$ cat src/rtl/gbc_pkg.sv
// Shared types and constants of the gather block coalescing buffer.
// Holds the item, result and command structs and the request codes.
// No dependencies; every other file of the block imports it.
package gbc_pkg;

    // Field widths fixed by the item and result formats.
    localparam int ADDR_W        = 64;
    localparam int TAG_W         = 8;
    localparam int ISSUE_BLOCK_W = 56;
    localparam int SLOT_W        = 6;

    // Depth of the command queue between front and back.
    localparam int QUEUE_DEPTH   = 2;

    // Request codes carried in req_type.
    typedef enum logic [1:0] {
        OP_LANE  = 2'd0,
        OP_ISSUE = 2'd1,
        OP_RESP  = 2'd2,
        OP_START = 2'd3
    } gbc_op_t;

    // One input item.
    typedef struct packed {
        logic [1:0]        req_type;
        logic [ADDR_W-1:0] addr;
        logic [TAG_W-1:0]  gather_tag;
    } gbc_in_t;

    // One result item.
    typedef struct packed {
        logic                     issue_valid;
        logic [ISSUE_BLOCK_W-1:0] issue_block;
        logic [SLOT_W-1:0]        issue_slot;
        logic                     all_issued;
        logic                     gather_done;
        logic [TAG_W-1:0]         done_tag;
        logic                     busy_res;
        logic                     dropped;
    } gbc_out_t;

    // Classified command handed from the front to the back.
    typedef struct packed {
        gbc_op_t           op;
        logic [ADDR_W-1:0] block;
        logic [TAG_W-1:0]  tag;
    } gbc_cmd_t;

endpackage

$ cat src/rtl/gbc_if.sv
// Valid/ready stream interfaces for the input items and the results.
// Depends on gbc_pkg for the payload structs.
interface gbc_in_if;
    import gbc_pkg::*;

    logic    valid;
    logic    ready;
    gbc_in_t data;

    modport source (output valid, output data, input ready);
    modport sink   (input valid, input data, output ready);
endinterface


$ cat src/rtl/gbc_front.sv
// Front end: accepts input items, decodes the request and forms the block number.
// Classified commands wait in a short queue for the back end.
// Depends on gbc_pkg and gbc_in_if.
module gbc_front #(
    parameter int BLOCK_BITS = 8
) (
    input  logic              clk,
    input  logic              rst_n,
    gbc_in_if.sink            item,
    output logic              cmd_valid,
    input  logic              cmd_ready,
    output gbc_pkg::gbc_cmd_t cmd
);
    import gbc_pkg::*;

    localparam int PTR_W = (QUEUE_DEPTH > 1) ? $clog2(QUEUE_DEPTH) : 1;

    gbc_cmd_t         q_data_reg [QUEUE_DEPTH];
    logic [PTR_W-1:0] wr_ptr_reg;
    logic [PTR_W-1:0] rd_ptr_reg;
    logic [PTR_W:0]   q_count_reg;
    gbc_cmd_t         cmd_new;
    logic             push;
    logic             pop;

    // Classify the incoming item.
    always_comb
    begin
        cmd_new.op    = gbc_op_t'(item.data.req_type);
        cmd_new.block = item.data.addr >> BLOCK_BITS;
        cmd_new.tag   = item.data.gather_tag;
    end

    assign item.ready = (q_count_reg != (PTR_W+1)'(QUEUE_DEPTH));
    assign cmd_valid  = (q_count_reg != '0);
    assign cmd        = q_data_reg[rd_ptr_reg];
    assign push       = item.valid && item.ready;
    assign pop        = cmd_valid && cmd_ready;

    // Queue storage.
    always_ff @(posedge clk)
    begin
        if (push)
        begin
            q_data_reg[wr_ptr_reg] <= cmd_new;
        end
    end

    // Queue pointers and fill count.
    always_ff @(posedge clk or negedge rst_n)
    begin
        if (!rst_n)
        begin
            wr_ptr_reg  <= '0;
            rd_ptr_reg  <= '0;
            q_count_reg <= '0;
        end
        else
        begin
            if (push)
            begin
                wr_ptr_reg <= (wr_ptr_reg == PTR_W'(QUEUE_DEPTH - 1)) ? '0 : wr_ptr_reg + 1'b1;
            end
            if (pop)
            begin
                rd_ptr_reg <= (rd_ptr_reg == PTR_W'(QUEUE_DEPTH - 1)) ? '0 : rd_ptr_reg + 1'b1;
            end
            if (push && !pop)
            begin
                q_count_reg <= q_count_reg + 1'b1;
            end
            else if (pop && !push)
            begin
                q_count_reg <= q_count_reg - 1'b1;
            end
        end
    end

endmodule

$ cat src/flat_wrapper.sv
// flat-port wrapper written by rule: the top's interface ports become plain ports
module gbc_front_flat import gbc_pkg::*;
#(
    parameter int BLOCK_BITS = 8
)
  (clk, rst_n, cmd_valid, cmd_ready, cmd, item_valid, item_data, item_ready);
  gbc_in_if item_i ();
  input  logic clk;
  input  logic rst_n;
  output logic cmd_valid;
  input  logic cmd_ready;
  output gbc_pkg::gbc_cmd_t cmd;
  input wire logic [$bits(item_i.valid)-1:0] item_valid;
  input wire logic [$bits(item_i.data)-1:0] item_data;
  output wire logic [$bits(item_i.ready)-1:0] item_ready;
  assign item_i.valid = item_valid;
  assign item_i.data = item_data;
  assign item_ready = item_i.ready;
  gbc_front #(.BLOCK_BITS(BLOCK_BITS)) u_core (.clk(clk), .rst_n(rst_n), .item(item_i), .cmd_valid(cmd_valid), .cmd_ready(cmd_ready), .cmd(cmd));
endmodule
$ cat config.mk
export PLATFORM = sky130hd
export DESIGN_NAME = gbc_front_flat
export DESIGN_NICKNAME = d
export VERILOG_FILES = /design/src/rtl/gbc_pkg.sv /design/src/rtl/gbc_if.sv /design/src/rtl/gbc_front.sv /design/src/flat_wrapper.sv
export SDC_FILE = /design/constraint.sdc
export NUM_CORES = 1
export LEC_CHECK = 0
export ABC_AREA = 1
export BUFFER_PORTS_ARGS = -buffer_cell sky130_fd_sc_hd__clkbuf_2
export CORE_MARGIN = 4
export CORE_UTILIZATION = 30
export CTS_CLUSTER_DIAMETER = 150
export DETAILED_ROUTE_END_ITERATION = 12
export PLACE_DENSITY_LB_ADDON = 0.2
export SKIP_CTS_REPAIR_TIMING = 1
export SYNTH_ARGS = -nofsm -noshare
export SYNTH_HDL_FRONTEND = slang
export SYNTH_SLANG_ARGS = --single-unit
$ cat constraint.sdc
create_clock -name clk -period 3.74 [get_ports clk]
set_clock_uncertainty 0.1 [all_clocks]
set_input_delay 0.748 -clock clk [delete_from_list [all_inputs] [get_ports clk]]
set_output_delay 0.748 -clock clk [all_outputs]
set_load 0.02 [all_outputs]
* Word-level counts from Yosys, hierarchy flattened *
Memory sizes are Yosys's and may differ from the RTL's.
Index checks and enable logic that the tools add are counted.

cells by class
  $add $sub $neg = 4
  equal/unequal tests = 1
  mux-type cells = 6
  reduce and logical (&&, ||, !) cells = 8

operator list
  operator                                          number
  logical AND 1 bit                                 4
  two-way mux 1 bit                                 4
  two-way mux 2 bit                                 2
  nonzero test 2 bit                                2
  adder 1 bit, second input constant                2
  adder 2 x 1 -> 2 bit, second input constant       1
  logical NOT 1 bit                                 2
  inequality test 2 bit, second input constant      1
  subtractor 2 x 1 -> 2 bit, second input constant  1

word-level totals
  register bits after elaboration = 4
  RAM bits = 132
  bits of input ports = 78
  word-level logic and storage cells = 23
  memories kept = 1

memory list
  memory             words  width  read ports  clocked after memory_dff  write ports  line             RTL
  u_core.q_data_reg  2      66     1           0                         1            gbc_front.sv:18  gbc_cmd_t q_data_reg [QUEUE_DEPTH];

* Logic depth before layout (Yosys ltp) *
Gate-level depths: netlist (run 1).

  word-level depth = 6
  mapped depth = 10
  depth with buffers taken out = 10

* Worst setup path after synthesis (run 1) *
No wires, ideal clock.

  path type = input to register
  from = input item_valid
  to = memory u_core.q_data_reg[0][0] (netlist bit) (enable)
  arrival time = 3623 ps
  setup slack = -474 ps
  stages = 2
  path buffers = 0
  cells stage by stage = nand2_1 nor2_1

on the way
  longest elaborated chain between the ends = 3

ends and longest elaborated chain
  what                                     line                RTL
  from (decl)                              flat_wrapper.sv:13  input wire logic [$bits(item_i.valid)-1:0] item_valid;
  logical AND 1 bit                        gbc_front.sv:37     assign push = item.valid && item.ready;
  two-way mux 1 bit                        gbc_front.sv:43     if (push)
  two-way mux 1 bit (not written as such)  gbc_front.sv:45     q_data_reg[wr_ptr_reg] <= cmd_new;
  to (decl)                                gbc_front.sv:18

Every way passes these cells.

==> results.toml, run 1 <==
[yosys]
synth-edff-count = 132
synthMuxAreaShare_pct = 0
syn_inst = 383
synthAdderAreaFrac_pct = 0.245
synth-simple-area-share_pct = 15.8
synth.most_common_cell = "nand2_1"
synthXorXnorAreaFrac_pct = 0.343
ys_seq_area_share_pct = 79.7
synth.area.top_cells = "edfxtp_1 78%, nand2_1 15%, dfrtp_1 2.0%, buf_4 1.5%, buf_6 1.1%"
yosysUniqueCellTypes = 15
yosys.area.top_type = "edfxtp_1"
synth_common_cells = "208 x nand2_1, 132 x edfxtp_1, 10 x buf_4"
syn_avg_cell_area_um2 = 13.3
synth_top_family_by_area = "simple AND/OR/NAND/NOR gates"
synth_compound_area_share_pct = 0
synth_seq_cells = 136
syn_area_um2 = 5100
synth.top_cell.area_share_pct = 77.7
async_reset_ff_share_pct = 2.94
yosysWarnings = 0
synth_flop_cell = "edfxtp_1"

[routing]
first_pass_iters = 4
drt-initial-drc-count = 196
finalWirelength_mm = 10.7
vias = 3164
wl_per_cell_um = 14.0
viasPerCell = 4.15
postRouteAntennaNets = 0
drcViolationCount = 0

[setup_path]
r2r_end = "u_core.q_data_reg[0][62]"
cp_max_fo = 34
cp_slowest_cell = "dfrtp_2"
reg2reg_depth = 5
r2r_slack_ps = 1980
r2r_start = "u_core.q_count_reg[0]"
slowest_delay_ps = 620
critical_path_class = "reg2out"
cp_num_buf_inv = 2
cp_top_family = "flip-flops"
cp_common_cell = "nand2_1"
cp_cell_sequence = "buf_4 > nand2_1 > nand2_1 > clkbuf_2"
startpoint_type = "register"
cp-end-kind = "output port"
cp.required_ps = 2890
timing.critical_path.arrival_ps = 1860

[timing]
fin_crit_ps = 2710
slew_viol_final = 0
hold_violations = 0
fmaxAchievable_ghz = 0.369
rsz0062_at_grt = "false"
finalCritPeriodShare_pct = 72.5
hold_slack_ps = 35.1
setup_viol = 0

[final_layout]
drive_gt1_share_pct = 32.1
largest_reg_flops = 132
final_nets = 608
antennaDiodeCount = 0
area_delta_synth_final_pct = 28.8

[power]
power_density_nw_per_um2 = 864
leakagePower_nw = 2.85
power_mw = 5.68
ir_worst_vdd_mv = 0.348

[floorplanning]
rows = 47
initial_core_util_pct = 30.6
dieArea_um2 = 19100
io_pins = 154
core_um2 = 16600
die_y_um = 138
die-width_um = 138

[grt]
grt_antenna_before_repair = 0
grt_pass1_vias = 3202
track_usage_pct = 11.3
grt_pass1_wl_mm = 16.7
grt_max_degree = 67
grt_overflow = 0

[job]
maxCapViolCount = 0

[clock_network]
clk_latency_ps = 410
clkSlewWorstSetupHoldPaths_ps = 60
htreeDepth = 4
numCtsBuffers = 17
clock-sinks = 136
tritoncts = "done"
cts-root-buf = "clkbuf_16"
cts_buffer_depth = 2

[placed_design]
post-dp-hpwl_mm = 6.63
numPortBuffers = 137
gp_congestion = 0.731

[outcome]
status = "completed"

[hold_path]
hold_path.class = "in2async"
## where the power goes
group / internal, mW / switching, mW
Sequential: 2.08 / 0.117
Combinational: 0.524 / 1.36
Clock: 0.978 / 0.611
Total: 3.59 / 2.09
## layout make-up
cell class                      count  area [µm²]
Fill cell                        1623       10100
Sequential cell                   136        4070
Multi-Input combinational cell    224         880
Timing Repair Buffer              143         756
Clock buffer                       20         437
Tap cell                          220         275
Clock inverter                     12         128
Inverter                            7        26.3
## worst max-delay path by stage
stage	start	to	slack [ps]	cells after the start
2_1_floorplan	item_valid	u_core.q_data_reg[0][0]	-470	2
3_3_place_gp	u_core.rd_ptr_reg	cmd[42]	1380	4
3_5_place_dp	u_core.rd_ptr_reg	cmd[40]	1360	4
4_1_cts	u_core.rd_ptr_reg	cmd[40]	900	4
5_1_grt	u_core.rd_ptr_reg	cmd[53]	850	4
6_report	u_core.rd_ptr_reg	cmd[37]	1030	4
## cells by family (layout without fill, tap and decap cells)
family	after synthesis	count (layout)
other	1	8
adder cells (fa/ha/maj)	1	1
XOR/XNOR	2	2
buffers and inverters	30	182
AND/OR/NAND/NOR	213	213
flip-flops	136	136
## per-layer routing
metal  routed length (µm)  GRT usage (%)
met3                  918           5.46
met5                    0              0
met1                 4580           13.0
met2                 5010           17.9
met4                  144           4.89
## cells in the final DEF (no fill, tap or decap)
master        n
clkbuf_2    137
clkbuf_1      3
clkinvlp_4    2
inv_1         6
nand4_1       1
nand2_1     208
dfrtp_2       1
inv_2         1
nand3_1       2
ha_1          1
conb_1        8
clkinv_2      2
bufinv_16     2
buf_4         4
inv_6         1
nor2_4        2
xnor2_1       1
clkbuf_16    17
clkinv_1      2
clkinv_4      3
edfxtp_1    132
xor2_1        1
buf_12        2
dfrtp_1       3
## metrics by stage
stage | utilization [%] | setup WS [ps] | setup TNS [ps] | std cells | cell area [µm²]
after CTS | 39.5 | 896 | 0 | 762 | 6570
after detailed placement | 36.1 | 1360 | 0 | 730 | 6000
after global placement | 36.1 | 1380 | 0 | 730 | 6000
final | 39.5 | 1030 | 0 | 762 | 6570
after floorplan | - | -474 | -62520 | 390 | 5130
after global routing | 39.5 | 850 | 0 | 762 | 6570
## worst register-to-register path, delay by kind of cell, from the launching register on
kind,cells,cell delay (ps)
buffers and inverters,2,410
flip-flops,1,390
AND/OR/NAND/NOR,3,420
Note: power is estimated with default switching activity, not from simulation.
==> run 2, diff against run 1 <==
==> constraint.sdc (replaced) <==
create_clock -name clk -period 2.2 [get_ports clk]
set_clock_uncertainty 0.1 [all_clocks]
set_input_delay 0.44 -clock clk [delete_from_list [all_inputs] [get_ports clk]]
set_output_delay 0.44 -clock clk [all_outputs]
set_load 0.02 [all_outputs]
==> run 2 against run 1 <==
  * Critical path depth is 1 higher
  * Global-route usage is 0.53 points lower
  * Clock-buffer cell count is 9 higher
  * Power up 76%
  * Setup slack got worse by 900 ps
  * Design area grew 2.0%
  * Via count down 0.60%
  * Combinational power is 80% higher
  * Die area stayed put
  * Sequential power grew 68%
  * Critical path type unchanged
  * Largest cell class unchanged
==> results.toml, run 2 (synthesis gave the netlist of run 1 again) <==
[outcome]
status = "completed"

[routing]
postRouteAntennaNets = 0
viasPerCell = 4.11
finalWirelength_mm = 10.5
drt-initial-drc-count = 113
drcViolationCount = 0
first_pass_iters = 4
vias = 3145
wl_per_cell_um = 13.7

[power]
power_mw = 9.99
power_density_nw_per_um2 = 1490
leakagePower_nw = 2.91
ir_worst_vdd_mv = 0.637

[setup_path]
critPathLaunch = "u_core.rd_ptr_reg"
r2r_end = "u_core.q_data_reg[1][13]"
r2r_start = "u_core.q_count_reg[0]"
cp_max_fo = 16
timing.critical_path.arrival_ps = 1530
r2r_slack_ps = 600
cp-end-kind = "output port"
startpoint_type = "register"
cp.required_ps = 1660
critical_path_class = "reg2out"
reg2reg_depth = 5
critical_path.endpoint = "cmd[72]"

[final_layout]
finalNonFillerCells = 766
area_delta_synth_final_pct = 31.3
drive_gt1_share_pct = 32.4
fill_cells = 1584
multi_input_area_um2 = 890
antennaDiodeCount = 0
final_nets = 612
final_cell_area_um2 = 6700
post-route-util_pct = 40.2
final_common_cell = "nand2_1"
final_cell_mix = "206 x nand2_1, 137 x clkbuf_2, 132 x edfxtp_1, 18 x clkbuf_16, 8 x conb_1"
register_area_um2 = 4070
largest_reg_flops = 132

[clock_network]
tritoncts = "done"
clk_latency_ps = 410
clkSlewWorstSetupHoldPaths_ps = 60
htreeDepth = 4
numCtsBuffers = 17
clock-sinks = 136
cts_buffer_depth = 2
cts-root-buf = "clkbuf_16"

[timing]
fin_tns_setup_ps = 0
slew_viol_final = 0
hold_slack_ps = 118
finalCritPeriodShare_pct = 94.2
hold_violations = 0
fin_crit_ps = 2070
rsz0062_at_grt = "false"
setup_viol = 0
fmaxAchievable_ghz = 0.483
worst_slack_ps = 128

[placed_design]
dp_cells = 732
post-dp-hpwl_mm = 6.50
gp_congestion = 0.691
dp_slack_ps = 519
numPortBuffers = 137
dpl_cell_area_um2 = 6050

[hold_path]
hold_path.class = "in2reg"

[floorplanning]
die-width_um = 138
io_pins = 154
die_y_um = 138
rows = 47
initial_core_util_pct = 30.6
dieArea_um2 = 19100
core_um2 = 16600

[grt]
grt_overflow = 0
grt_pass1_vias = 3140
track_usage_pct = 10.8
grt_max_degree = 52
grt_pass1_wl_mm = 16.0
grt_antenna_before_repair = 0

[job]
maxCapViolCount = 0
==> run 2: worst min-delay path by stage <==
| stage | start | to | slack, ps | cells after the start |
|---|---|---|---|---|
| finish | item_data[19] | u_core.q_data_reg[0][11] | 120 | 1 |
| floorplan | rst_n | u_core.q_count_reg[0] | 40 | 0 |
| global route | item_data[33] | u_core.q_data_reg[1][25] | 100 | 1 |
| global placement | rst_n | u_core.wr_ptr_reg | 150 | 1 |
| CTS | rst_n | u_core.q_count_reg[1] | -290 | 1 |
| detailed placement | rst_n | u_core.wr_ptr_reg | 160 | 1 |
==> run 2: layout make-up <==
type                       count  area share [%]
sequential                   136            60.7
timing repair buffer         147            12.4
inverter                       7           0.392
multi-input combinational    224            13.3
clock inverter                 3            1.35
clock buffer                  29            7.77
tap                          220            4.11
==> run 2: report_power, final <==
group / internal (mW) / switching [mW]
clock: 1.94 / 0.962
sequential: 3.54 / 0.145
combinational: 1.00 / 2.40
total: 6.48 / 3.51
==> run 2: critical path, stage by stage, from the launching register on <==
cell	delay, ps
dfrtp_2	430
inv_2	130
buf_4	250
nand2_1	80
nand2_1	70
clkbuf_2	160
==> run 2: metal layers <==
metal / routed length, µm / track usage [%] / part of all wire [%]
met5: 0 / 0 / 0
met4: 136 / 3.90 / 1.3
met3: 835 / 5.46 / 8.0
met2: 4960 / 17.1 / 47
met1: 4540 / 12.6 / 43
